<file path="src/sv/polar_gaussian_sample_generator_top_macros.svh">
// Assertion macros shared by the polar Gaussian sample generator RTL.
`ifndef POLAR_GAUSSIAN_SAMPLE_GENERATOR_TOP_MACROS_SVH
`define POLAR_GAUSSIAN_SAMPLE_GENERATOR_TOP_MACROS_SVH
`ifndef SYNTHESIS
// Same-cycle implication, sampled on clk, off while rst is high.
`define PGSG_ASSERT_NOW(lbl, ante, cons) \
  lbl: assert property (@(posedge clk) disable iff (rst) (ante) |-> (cons)) \
    else $error("pgsg same-cycle check failed");
// Next-cycle implication, sampled on clk, off while rst is high.
`define PGSG_ASSERT_NEXT(lbl, ante, cons) \
  lbl: assert property (@(posedge clk) disable iff (rst) (ante) |=> (cons)) \
    else $error("pgsg next-cycle check failed");
`else
`define PGSG_ASSERT_NOW(lbl, ante, cons)
`define PGSG_ASSERT_NEXT(lbl, ante, cons)
`endif
`endif

</file>
<file path="src/sv/pgsg_pkg.sv">
// Types and constants of the polar Gaussian sample generator.
package pgsg_pkg;

  // Fraction bits of the log, t and z values.
  localparam int unsigned ZF = 26;
  // round(2 ln 2 * 2^30).
  localparam logic [31:0] LN2X2_Q30 = 32'd1488522236;
  localparam logic [31:0] MEAN_RESET = 32'h0000_0000;
  localparam logic [31:0] STD_DEV_RESET = 32'h0001_0000;
  // One root bit per stage for a 64-bit radicand.
  localparam int unsigned SQRT_STEPS = 32;
  // One quotient bit per stage, 31 quotient bits.
  localparam int unsigned DIV_STEPS = 31;

  typedef enum logic [0:0] {
    REG_MEAN_OFFSET = 1'b0,
    REG_STD_DEV     = 1'b1
  } reg_idx_t;

  typedef struct packed {
    logic [31:0] uniform_a;
    logic [31:0] uniform_b;
  } in_beat_t;

  typedef struct packed {
    logic signed [31:0] sample;
    logic               last;
  } out_beat_t;

  // Pipeline advance and the valid bit entering a unit.
  typedef struct packed {
    logic adv;
    logic valid;
  } stage_ctl_t;

endpackage

</file>
<file path="src/sv/pgsg_div_pipe.sv">
// Pipelined restoring divider for num * 2^30 / den with num <= den.
module pgsg_div_pipe (
  input  logic                clk,
  input  logic                rst,
  input  pgsg_pkg::stage_ctl_t ctl,
  input  logic [31:0]         num,
  input  logic [31:0]         den,
  output logic                quo_valid,
  output logic [30:0]         quo
);

  localparam int unsigned N = pgsg_pkg::DIV_STEPS;

  logic [31:0] rem_q [0:N-1];
  logic [31:0] den_q [0:N-1];
  logic [30:0] quo_q [0:N-1];
  logic        vld_q [0:N-1];

  logic [31:0] rem_next [0:N-1];
  logic [31:0] den_next [0:N-1];
  logic [30:0] quo_next [0:N-1];

  // The first stage resolves the top quotient bit without a shift, the
  // others shift the partial remainder left by one before the compare.
  always_comb begin
    logic [32:0] r2;
    logic [31:0] pd;
    logic [30:0] pq;
    logic        ge;
    for (int k = 0; k < N; k++) begin
      if (k == 0) begin
        r2 = {1'b0, num};
        pd = den;
        pq = '0;
      end else begin
        r2 = {rem_q[k-1], 1'b0};
        pd = den_q[k-1];
        pq = quo_q[k-1];
      end
      ge = (r2 >= {1'b0, pd});
      rem_next[k] = ge ? 32'(r2 - {1'b0, pd}) : r2[31:0];
      den_next[k] = pd;
      quo_next[k] = {pq[29:0], ge};
    end
  end

  always_ff @(posedge clk) begin
    if (ctl.adv) begin
      for (int k = 0; k < N; k++) begin
        rem_q[k] <= rem_next[k];
        den_q[k] <= den_next[k];
        quo_q[k] <= quo_next[k];
      end
    end
  end

  always_ff @(posedge clk) begin
    if (rst) begin
      for (int k = 0; k < N; k++) begin
        vld_q[k] <= 1'b0;
      end
    end else if (ctl.adv) begin
      vld_q[0] <= ctl.valid;
      for (int k = 1; k < N; k++) begin
        vld_q[k] <= vld_q[k-1];
      end
    end
  end

  assign quo_valid = vld_q[N-1];
  assign quo       = quo_q[N-1];

endmodule

</file>
<file path="config.mk">
export PLATFORM = sky130hd
export DESIGN_NAME = pgsg_div_pipe
export DESIGN_NICKNAME = d
export VERILOG_FILES = /design/src/sv/polar_gaussian_sample_generator_top_macros.svh /design/src/sv/pgsg_pkg.sv /design/src/sv/pgsg_div_pipe.sv
export SDC_FILE = /design/constraint.sdc
export NUM_CORES = 2
export LEC_CHECK = 0
export CELL_PAD_IN_SITES_DETAIL_PLACEMENT = 1
export CELL_PAD_IN_SITES_GLOBAL_PLACEMENT = 1
export CORE_MARGIN = 2
export CORE_UTILIZATION = 53
export DETAILED_ROUTE_END_ITERATION = 8
export DONT_BUFFER_PORTS = 1
export PLACE_DENSITY_LB_ADDON = 0.1
export RECOVER_POWER = 25
export SYNTH_ARGS = -nofsm -noshare
export SYNTH_HDL_FRONTEND = slang
export SYNTH_SLANG_ARGS = --single-unit
</file>
<file path="constraint.sdc">
create_clock -name clk -period 4.29 [get_ports clk]
set_input_delay 0.2145 -clock clk [delete_from_list [all_inputs] [get_ports clk]]
set_output_delay 0.2145 -clock clk [all_outputs]
set_load 0.01 [all_outputs]
</file>
==> metrics.md <==
| Metric | Value |
|---|---|
| Static Leak | `a little over 60 nW` |
| Fin crit share | `99.77%` |
| Largest stage delay on the critical path | `0.63 ns` |
| Clock Skew | `0.08930 ns` |
| Yosys Warn Count | `0` |
| Power per cell area | `797.9 nW/um^2` |
| CP max-delay cell | `dlygate4sd3_1` |
| Post-synth EDFFs | `2447` |
| Clk_lat worst skew | `0.95 ns` |
| Grt met2 use | `between 50% and 60%` |
| Global route total overflow | `0` |
| Final Hold Fails | `0` |
| CTS Buf Count | `290` |
| CTS HTree Levels | `5` |
| Crit-path cells | `dlygate4sd3_1, dlygate4sd3_1, inv_1, ha_1, nand2_1, o21ai_1, or3_1, o22ai_2, o21ai_1, a221o_1, a41o_1, a31oi_2, o21ai_0, xnor2_1, o21ai_0, dlygate4sd3_1` |
| Global-route wire length before repair | `571400 um` |
| DP Wirelength | `267600 um` |
| CP arrival | `4.93 ns` |
| CP bufs+invs | `4` |
| TritonCTS clock tree | `built` |
| Synth unique cells | `just over 100` |
| Met3 Use GR | `~2.9%` |
| Die height | `510.6 um` |
| Sequential fraction of the synthesis area | `around 54%` |
| Clock-pin slew on the worst setup and hold paths | `0.06 ns` |
| Synth area leaders | `edfxtp_1, ha_1, a21oi_1, o21ai_0, inv_1` |
| Synthesized cell area | `between 100000 and 150000 sq um` |
| # setup viols final | `0` |
| Share of synthesized registers carrying an async set or reset | `0%` |
| Input/output buffers | `0` |
| Die X | `510.6 um` |
| Reg-to-reg setup timing slack | `0.16 ns` |
| Share of the synthesized area in the top cell type | `54.02%` |
| Final ANT Viol Nets | `0` |
| Most frequent CP cell | `dlygate4sd3_1` |
| Post-synth top area cell | `edfxtp_1` |
| Layer with the highest usage | `met2` |
| Rel. slew slack | `-261.2%` |
| Min-Delay Path Class | `primary input to flip-flop` |
| Setup CP Type | `primary input to flip-flop` |
| Violated checks | `capacitance limit, slew limit` |
| Max Clk Rate | `233.6 MHz` |
| Core ar. | `254600 sq um` |
| Top_reg_cell synth | `edfxtp_1` |
| Max Cap Violations | `4` |
| Root Driver | `clkbuf_16` |
| Final core occ | `59.49%` |
| Initial core utilization | `between 50 and 60%` |
| Num ports | `100` |
| Placer Congestion | `0.9179` |
| Minimum clock period | `4.280 ns` |
| Syn avg cell area | `11.24 sq um` |
| Post-synthesis cell count | `~12k` |
| Num rows | `approximately 190` |
| Synth Register Bits | `2447` |
| Vias in the first global route | `100.1k` |
| Max Slew Vio Count | `678` |
| Crit. End Element | `flip-flop` |
| Crit start category | `primary input` |
| Max clock buf depth | `4` |
| Final nets | `13.46k` |
| Met1 Use GR | `between 30% and 40%` |
| DIE AREA | `260700 sq um` |
| Largest net degree at the start of global routing | `244` |
| Share of cells above drive strength 1 | `7.926%` |
| Placed insts | `15.32k` |
| Synthesized Nets | `13.19k` |
| Initial antenna violation count | `7` |
| Worst-path maximum fanout | `4` |
| # clock sinks | `2447` |
| Post-Layout Cell Count | `15.95k` |
| Via/cell ratio | `5.941` |
| 1st-pass router iterations | `6` |
| Status | `complete, but fails checks` |
| Area delta synth->final | `11.36%` |
| Worst Path Required | `4.94 ns` |
| Total power | `120.9 mW` |
| Starting DRC count in detailed routing | `around 6.4k` |
| Wirelength, routed | `368500 um` |
| Actual slew at the worst max-slew pin | `~5.4 ns` |
| Global Route Usage Sum | `27.84%` |
| Top delay family on crit path | `buffers and inverters` |
| Maximum vdd drop | `0.0006681 V` |
| Via Count | `between 90k and 100k` |
| DR WL/cell | `23.11 um` |
| DR DRC count | `0` |
[power by group]
group          switching, mW  total, mW  internal [mW]
clock                   9.88       24.1           14.2
combinational           32.8       56.6           23.8
sequential              4.47       40.2           35.7
total                   47.1        121           73.8
[layout by cell type (no fill, tap or decap), drive strengths merged, types with 75 or more instances in the layout]
master and count:
edfxtp 2447, nand2b 160, xor2 335, nand3 203
ha 991, nor2b 169, o21bai 111, inv 1244
a31oi 80, nand2 917, a21oi 968, dlygate4sd3 108
o21ai 951, nand4 140, xnor2 462, clkbuf 338
a21o 504, nor2 628, and3 102, o21a 146
o31ai 75, mux2 291, buf 158, nor3 106
clkinv 114
[synthesized netlist by cell type, types with 160 or more instances]
cell	number
ha_1	991
nand2b_1	160
nor2_1	628
xnor2_1	462
xor2_1	335
nor2b_1	169
edfxtp_1	2447
clkbuf_1	246
inv_1	1235
nand3_1	201
a21oi_1	968
mux2_2	265
o21ai_0	937
a21o_1	504
nand2_1	917
[final cells by class]
class	count	area (sq um)
Clock buffer	333	7546
Antenna cell	2	5.005
Multi-Input combinational cell	8122	57080
Inverter	1235	4636
Clock inverter	169	1628
Timing Repair Buffer	273	2883
Fill cell	26360	103100
Sequential cell	2447	73480
Tap cell	3366	4212
[logic make-up (layout without fill, tap and decap cells)]
group,Yosys count,count (layout),share of synthesized area [%]
simple gates,2697,2697,9.418
compound gates,3302,3304,15.02
mux,303,303,2.547
flops,2447,2447,54.02
buf+inv,1531,2010,4.304
fa+ha+maj,1021,1021,9.557
xor+xnor,797,797,5.132
other cells,0,2,0
[sequential cells by signal, indices dropped and copies added (netlist names)]
signal,flops
den_q,960
quo_q,496
rem_q,960
vld_q,31
[worst paths after layout]
kind | from | end | depth (start not counted)
setup / recovery | den[7] | rem_q[0][31] | 16
hold / removal | ctl[1] | den_q[0][414] | 2
setup reg to reg | den_q[1][194] | rem_q[1][255] | 15
hold reg to reg | quo_q[1][248] | quo_q[1][280] | 0
[timing repair]
action,in CTS,in global routing
setup buffers,0,9
gates cloned,2,3
endpoints found under the setup margin,318,372
resized for setup,0,44
pin swaps,0,8
hold endpoints to repair,272,236
hold buffers,109,4
[per-layer routing]
layer / vias to the layer above / wire length (um)
met4: 2 / 15750
met3: 792 / 11070
li1: 44710 / -
met2: 1825 / 190400
met1: 47410 / 151300
met5: - / 52
[per-stage QoR]
stage,TNS (ns),hold WS [ns],worst slack [ns],instance area (sq um)
6_report,0,0.03115,0.009745,151500
5_1_grt,-0.01404,0.01875,-0.01404,151500
4_1_cts,0,0.006431,0.01023,151200
3_5_place_dp,-420.32,0.3135,-1.614,140800
3_3_place_gp,-361.28,0.3135,-1.495,140800
2_1_floorplan,0,0.3134,0.6243,136000
(Power assumes the default switching activity.)
