### src/sv/polar_gaussian_sample_generator_top_macros.svh
// Assertion macros shared by the polar Gaussian sample generator RTL.
`ifndef POLAR_GAUSSIAN_SAMPLE_GENERATOR_TOP_MACROS_SVH
`define POLAR_GAUSSIAN_SAMPLE_GENERATOR_TOP_MACROS_SVH
`ifndef SYNTHESIS
// Same-cycle implication, sampled on clk, off while rst is high.
`define PGSG_ASSERT_NOW(lbl, ante, cons) \
  lbl: assert property (@(posedge clk) disable iff (rst) (ante) |-> (cons)) \
    else $error("pgsg same-cycle check failed");
// Next-cycle implication, sampled on clk, off while rst is high.
`define PGSG_ASSERT_NEXT(lbl, ante, cons) \
  lbl: assert property (@(posedge clk) disable iff (rst) (ante) |=> (cons)) \
    else $error("pgsg next-cycle check failed");
`else
`define PGSG_ASSERT_NOW(lbl, ante, cons)
`define PGSG_ASSERT_NEXT(lbl, ante, cons)
`endif
`endif

### src/sv/pgsg_pkg.sv
// Types and constants of the polar Gaussian sample generator.
package pgsg_pkg;

  // Fraction bits of the log, t and z values.
  localparam int unsigned ZF = 26;
  // round(2 ln 2 * 2^30).
  localparam logic [31:0] LN2X2_Q30 = 32'd1488522236;
  localparam logic [31:0] MEAN_RESET = 32'h0000_0000;
  localparam logic [31:0] STD_DEV_RESET = 32'h0001_0000;
  // One root bit per stage for a 64-bit radicand.
  localparam int unsigned SQRT_STEPS = 32;
  // One quotient bit per stage, 31 quotient bits.
  localparam int unsigned DIV_STEPS = 31;

  typedef enum logic [0:0] {
    REG_MEAN_OFFSET = 1'b0,
    REG_STD_DEV     = 1'b1
  } reg_idx_t;

  typedef struct packed {
    logic [31:0] uniform_a;
    logic [31:0] uniform_b;
  } in_beat_t;

  typedef struct packed {
    logic signed [31:0] sample;
    logic               last;
  } out_beat_t;

  // Pipeline advance and the valid bit entering a unit.
  typedef struct packed {
    logic adv;
    logic valid;
  } stage_ctl_t;

endpackage

### src/sv/pgsg_sqrt_pipe.sv
// Pipelined integer square root, one root bit resolved per stage.
module pgsg_sqrt_pipe (
  input  logic                clk,
  input  logic                rst,
  input  pgsg_pkg::stage_ctl_t ctl,
  input  logic [63:0]         radicand,
  output logic                root_valid,
  output logic [31:0]         root
);

  localparam int unsigned N = pgsg_pkg::SQRT_STEPS;

  logic [33:0] rem_q  [0:N-1];
  logic [31:0] root_q [0:N-1];
  logic [63:0] x_q    [0:N-1];
  logic        vld_q  [0:N-1];

  logic [33:0] rem_next  [0:N-1];
  logic [31:0] root_next [0:N-1];
  logic [63:0] x_next    [0:N-1];

  always_comb begin
    logic [33:0] pr;
    logic [31:0] pt;
    logic [63:0] px;
    logic [35:0] wide;
    logic [35:0] trial;
    logic        ge;
    for (int k = 0; k < N; k++) begin
      if (k == 0) begin
        pr = '0;
        pt = '0;
        px = radicand;
      end else begin
        pr = rem_q[k-1];
        pt = root_q[k-1];
        px = x_q[k-1];
      end
      wide  = {pr, px[63:62]};
      trial = {2'b00, pt, 2'b01};
      ge    = (wide >= trial);
      rem_next[k]  = ge ? 34'(wide - trial) : wide[33:0];
      root_next[k] = {pt[30:0], ge};
      x_next[k]    = {px[61:0], 2'b00};
    end
  end

  always_ff @(posedge clk) begin
    if (ctl.adv) begin
      for (int k = 0; k < N; k++) begin
        rem_q[k]  <= rem_next[k];
        root_q[k] <= root_next[k];
        x_q[k]    <= x_next[k];
      end
    end
  end

  always_ff @(posedge clk) begin
    if (rst) begin
      for (int k = 0; k < N; k++) begin
        vld_q[k] <= 1'b0;
      end
    end else if (ctl.adv) begin
      vld_q[0] <= ctl.valid;
      for (int k = 1; k < N; k++) begin
        vld_q[k] <= vld_q[k-1];
      end
    end
  end

  assign root_valid = vld_q[N-1];
  assign root       = root_q[N-1];

endmodule

### config.mk
export PLATFORM = sky130hd
export DESIGN_NAME = pgsg_sqrt_pipe
export DESIGN_NICKNAME = d
export VERILOG_FILES = /design/src/sv/polar_gaussian_sample_generator_top_macros.svh /design/src/sv/pgsg_pkg.sv /design/src/sv/pgsg_sqrt_pipe.sv
export SDC_FILE = /design/constraint.sdc
export NUM_CORES = 2
export LEC_CHECK = 0
export BUFFER_PORTS_ARGS = -buffer_cell sky130_fd_sc_hd__buf_2
export CAP_MARGIN = 20
export CORE_AREA = 2 2 457 459
export DETAILED_ROUTE_END_ITERATION = 12
export DIE_AREA = 0 0 459 461
export GPL_ROUTABILITY_DRIVEN = 0
export PLACE_DENSITY = 0.72
export SYNTH_ARGS = -nofsm -noshare
export SYNTH_HDL_FRONTEND = slang
export SYNTH_MEMORY_MAX_BITS = 65536
export SYNTH_SLANG_ARGS = --single-unit
### constraint.sdc
create_clock -name clk -period 6.59 [get_ports clk]
set_input_delay 0.659 -clock clk [delete_from_list [all_inputs] [get_ports clk]]
set_output_delay 0.659 -clock clk [all_outputs]
set_load 0.05 [all_outputs]
==> results.py <==
metrics = {
    "outcome": {
        "outcome": "finished clean",
    },
    "route": {
        "first_pass_iters": 6,
        "vias": 73400,
        "ant_nets": 0,
        "wl_per_cell_microns": 18.9,
        "vias_per_cell": 5.87,
        "drcViolationCount": 0,
        "drt_iter0_markers": 6207,
        "finalWirelength_mm": 237,
    },
    "clock_tree": {
        "clkSlewWorstSetupHoldPaths_ns": 0.06,
        "clk_latency_ns": 0.91,
        "ctsRootBufferMaster": "clkbuf_16",
        "cts_buffer_depth": 4,
        "clock-sinks": 2555,
        "cts_tree": "built",
        "cts-buffers-inserted": 284,
        "htree_num_levels": 5,
    },
    "logic_synthesis": {
        "ys_warn_count": 0,
        "async_reset_ff_share_pct": 0,
        "synth_edf_count": 2555,
        "netlist_area_sq_um": 119000,
        "avgSynthCellArea_sq_um": 12.8,
        "ys_seq_area_share_pct": 64.3,
        "syn_nets": 9944,
        "synth_cell_type_count": 90,
        "yosysTopAreaCellShare_pct": 64.3,
        "ys.flop_type": "edfxtp_1",
        "ys_ff_latch": 2555,
        "syn_inst": 9314,
        "synth_most_common_cell": "edfxtp_1",
        "yosysTopAreaCell": "edfxtp_1",
        "yosys-top-cells-count": "2555 x edfxtp_1, 742 x inv_1, 622 x nand2_1, 597 x nor2_1, 596 x a21oi_1",
        "yosys-top-cells-area": "edfxtp_1 64%, ha_1 5.9%, xor2_1 3.0%",
    },
    "pwr": {
        "power_leakage_nw": 50.7,
        "max-vdd-ir-drop_v": 0.000303,
        "p_per_area_nw_per_um2": 346,
        "fin_total_pwr_mw": 45.8,
    },
    "critical_path": {
        "critPathArrivalTime_ns": 5.15,
        "worst-path-max-fanout": 14,
        "crit_top_cell": "or4_1",
        "slowest_stage": "nor2b_1",
        "crit_path_end_kind": "flop",
        "cpLargestDelayFamily": "simple AND/OR/NAND/NOR gates",
        "crit_buf_inv": 1,
        "crit_type": "flop to flop",
        "crit_path_max_incr_delay_ns": 0.71,
        "path_cells": "or4_1 -> or4_1 -> or3_1 -> or2_2 -> a311o_1 -> nor2b_1 -> inv_1 -> nand3_1 -> nor3_1 -> xor2_1",
        "startpoint_type": "flop",
        "required_ns": 7.23,
    },
    "layout": {
        "final_nets": 10300,
        "layout-drive-gt1-share_pct": 6.65,
        "multiInputGateArea_sq_um": 39100,
        "regArea_sq_um": 76700,
        "nFillCells": 15300,
        "fin_cells": 12500,
        "syn_to_final_growth_pct": 11.0,
    },
    "grt": {
        "grt_max_degree": 210,
        "grt_pass1_wl_mm": 374,
        "first_global_vias": 71400,
        "overflow": 0,
        "grt_antenna_before_repair": 2,
        "grt_use_total_pct": 22.0,
    },
    "place": {
        "place_inst": 12000,
        "place_hpwl_mm": 165,
        "place.port_buffers": 100,
    },
    "sta": {
        "drv_slew": 0,
        "grt_setup_unrepaired": "no",
        "finalSetupTns_ns": 0,
        "fin_crit_sh_pct": 68.5,
        "slew_headroom_pct": 21.0,
        "hold_viol_final": 0,
        "setup_viol": 0,
        "tightest_slew_ns": 1.19,
        "fmax_ghz": 0.222,
        "skew_ns": 0.0574,
        "period_minus_slack_ns": 4.51,
    },
    "run": {
        "max-cap-violations": 0,
    },
    "floorplanning": {
        "initial_utilization_pct": 57.8,
        "fp.dieW_microns": 459,
        "die_y_microns": 461,
        "core_area_sq_um": 206000,
        "rows": 167,
        "num_io_pins": 101,
        "die-area_sq_um": 212000,
    },
    "hold_path": {
        "min_path_type": "input port to flop",
    },
}
## sequential cells by signal (all words and copies together), names as in the netlist
| register | flops |
|---|---|
| vld_q | 32 |
| root_q | 528 |
| rem_q | 1003 |
| x_q | 992 |
## metrics by stage
step	instance area [sq um]	worst slack (ns)	util [%]	hold slack, ns
4_1_cts	132000	2.09	64.1	0.137
5_1_grt	132000	1.76	64.1	0.203
3_3_place_gp	123000	2.16	59.6	0.400
3_5_place_dp	123000	2.12	59.6	0.405
6_report	132000	2.08	64.1	0.197
2_1_floorplan	119000	3.01	-	0.400
## final timing paths
| path | startpoint | end | slack, ns | cells after the start |
|---|---|---|---|---|
| setup reg to reg | rem_q[0][328]$_DFFE_PP_ | rem_q[0][372]$_DFFE_PP_ | 2.08 | 10 |
| hold reg to reg | x_q[0][70]$_DFFE_PP_ | x_q[0][134]$_DFFE_PP_ | 0.38 | 0 |
| setup / recovery | rem_q[0][328]$_DFFE_PP_ | rem_q[0][372]$_DFFE_PP_ | 2.08 | 10 |
| hold / removal | rst | vld_q[0][22]$_SDFFCE_PP0P_ | 0.20 | 2 |
## cells in the final DEF, fill, tap and decap left out, types with 50 or more instances in the layout
master,instances
clkbuf_16,291
or4_1,62
edfxtp_1,2555
xnor2_1,408
nand3_1,154
clkinv_1,52
nor3_1,242
o31ai_1,79
a31oi_1,63
and2_1,55
a21oi_1,593
nand2_1,622
ha_1,562
nor2b_1,100
nand2b_1,120
o21ai_0,477
a21o_1,244
nor2_1,597
nand4_1,106
buf_2,99
dlygate4sd3_1,66
xor2_1,410
and3_1,52
or3_1,90
nor4_1,118
o21a_1,113
clkbuf_1,50
inv_1,742
## power breakdown
group          switching (mW)  total, mW  leakage [nW]  internal, mW
Clock                    6.03       14.7          4.20          8.69
Sequential               1.30       21.8          24.6          20.5
Combinational            5.43       9.23          21.9          3.79
## routing by layer
| layer | global-route usage (%) | routed length [microns] | vias to the layer above | part of all wire [%] |
|---|---|---|---|---|
| li1 | - | - | 35100 | - |
| met1 | 27.7 | 97300 | 35400 | 41 |
| met2 | 38.1 | 118000 | 2267 | 50 |
| met3 | 3.07 | 11500 | 651 | 4.9 |
| met4 | 9.28 | 10000 | 0 | 4.2 |
| met5 | 0 | 0 | - | 0 |
## kinds of logic after synthesis
logic type / share of synthesized area [%]
XOR/XNOR: 6.01
AO/OA/AOI/OAI: 10.0
other: 0.00314
multiplexers: 0.513
buffers and inverters: 2.95
AND/OR/NAND/NOR: 10.3
flip-flops: 64.3
adder cells (fa/ha/maj): 5.89
## area by class of cell
class	instances	share of cell area, %
clock inverters	130	0.826
well taps	2704	2.56
inverters	747	2.12
clock buffers	341	5.64
diodes	3	0.00567
flip-flops and latches	2555	58.0
repair buffers	212	1.33
multi-input cells	5829	29.6
## timing repair
item | CTS | global route
endpoints found under the setup margin | 0 | 0
hold buffers | 66 | 0
buffers inserted | 0 | 0
hold endpoints to repair | 66 | 0
resized for setup | 0 | 0
Power figures use the tool's default switching activity.
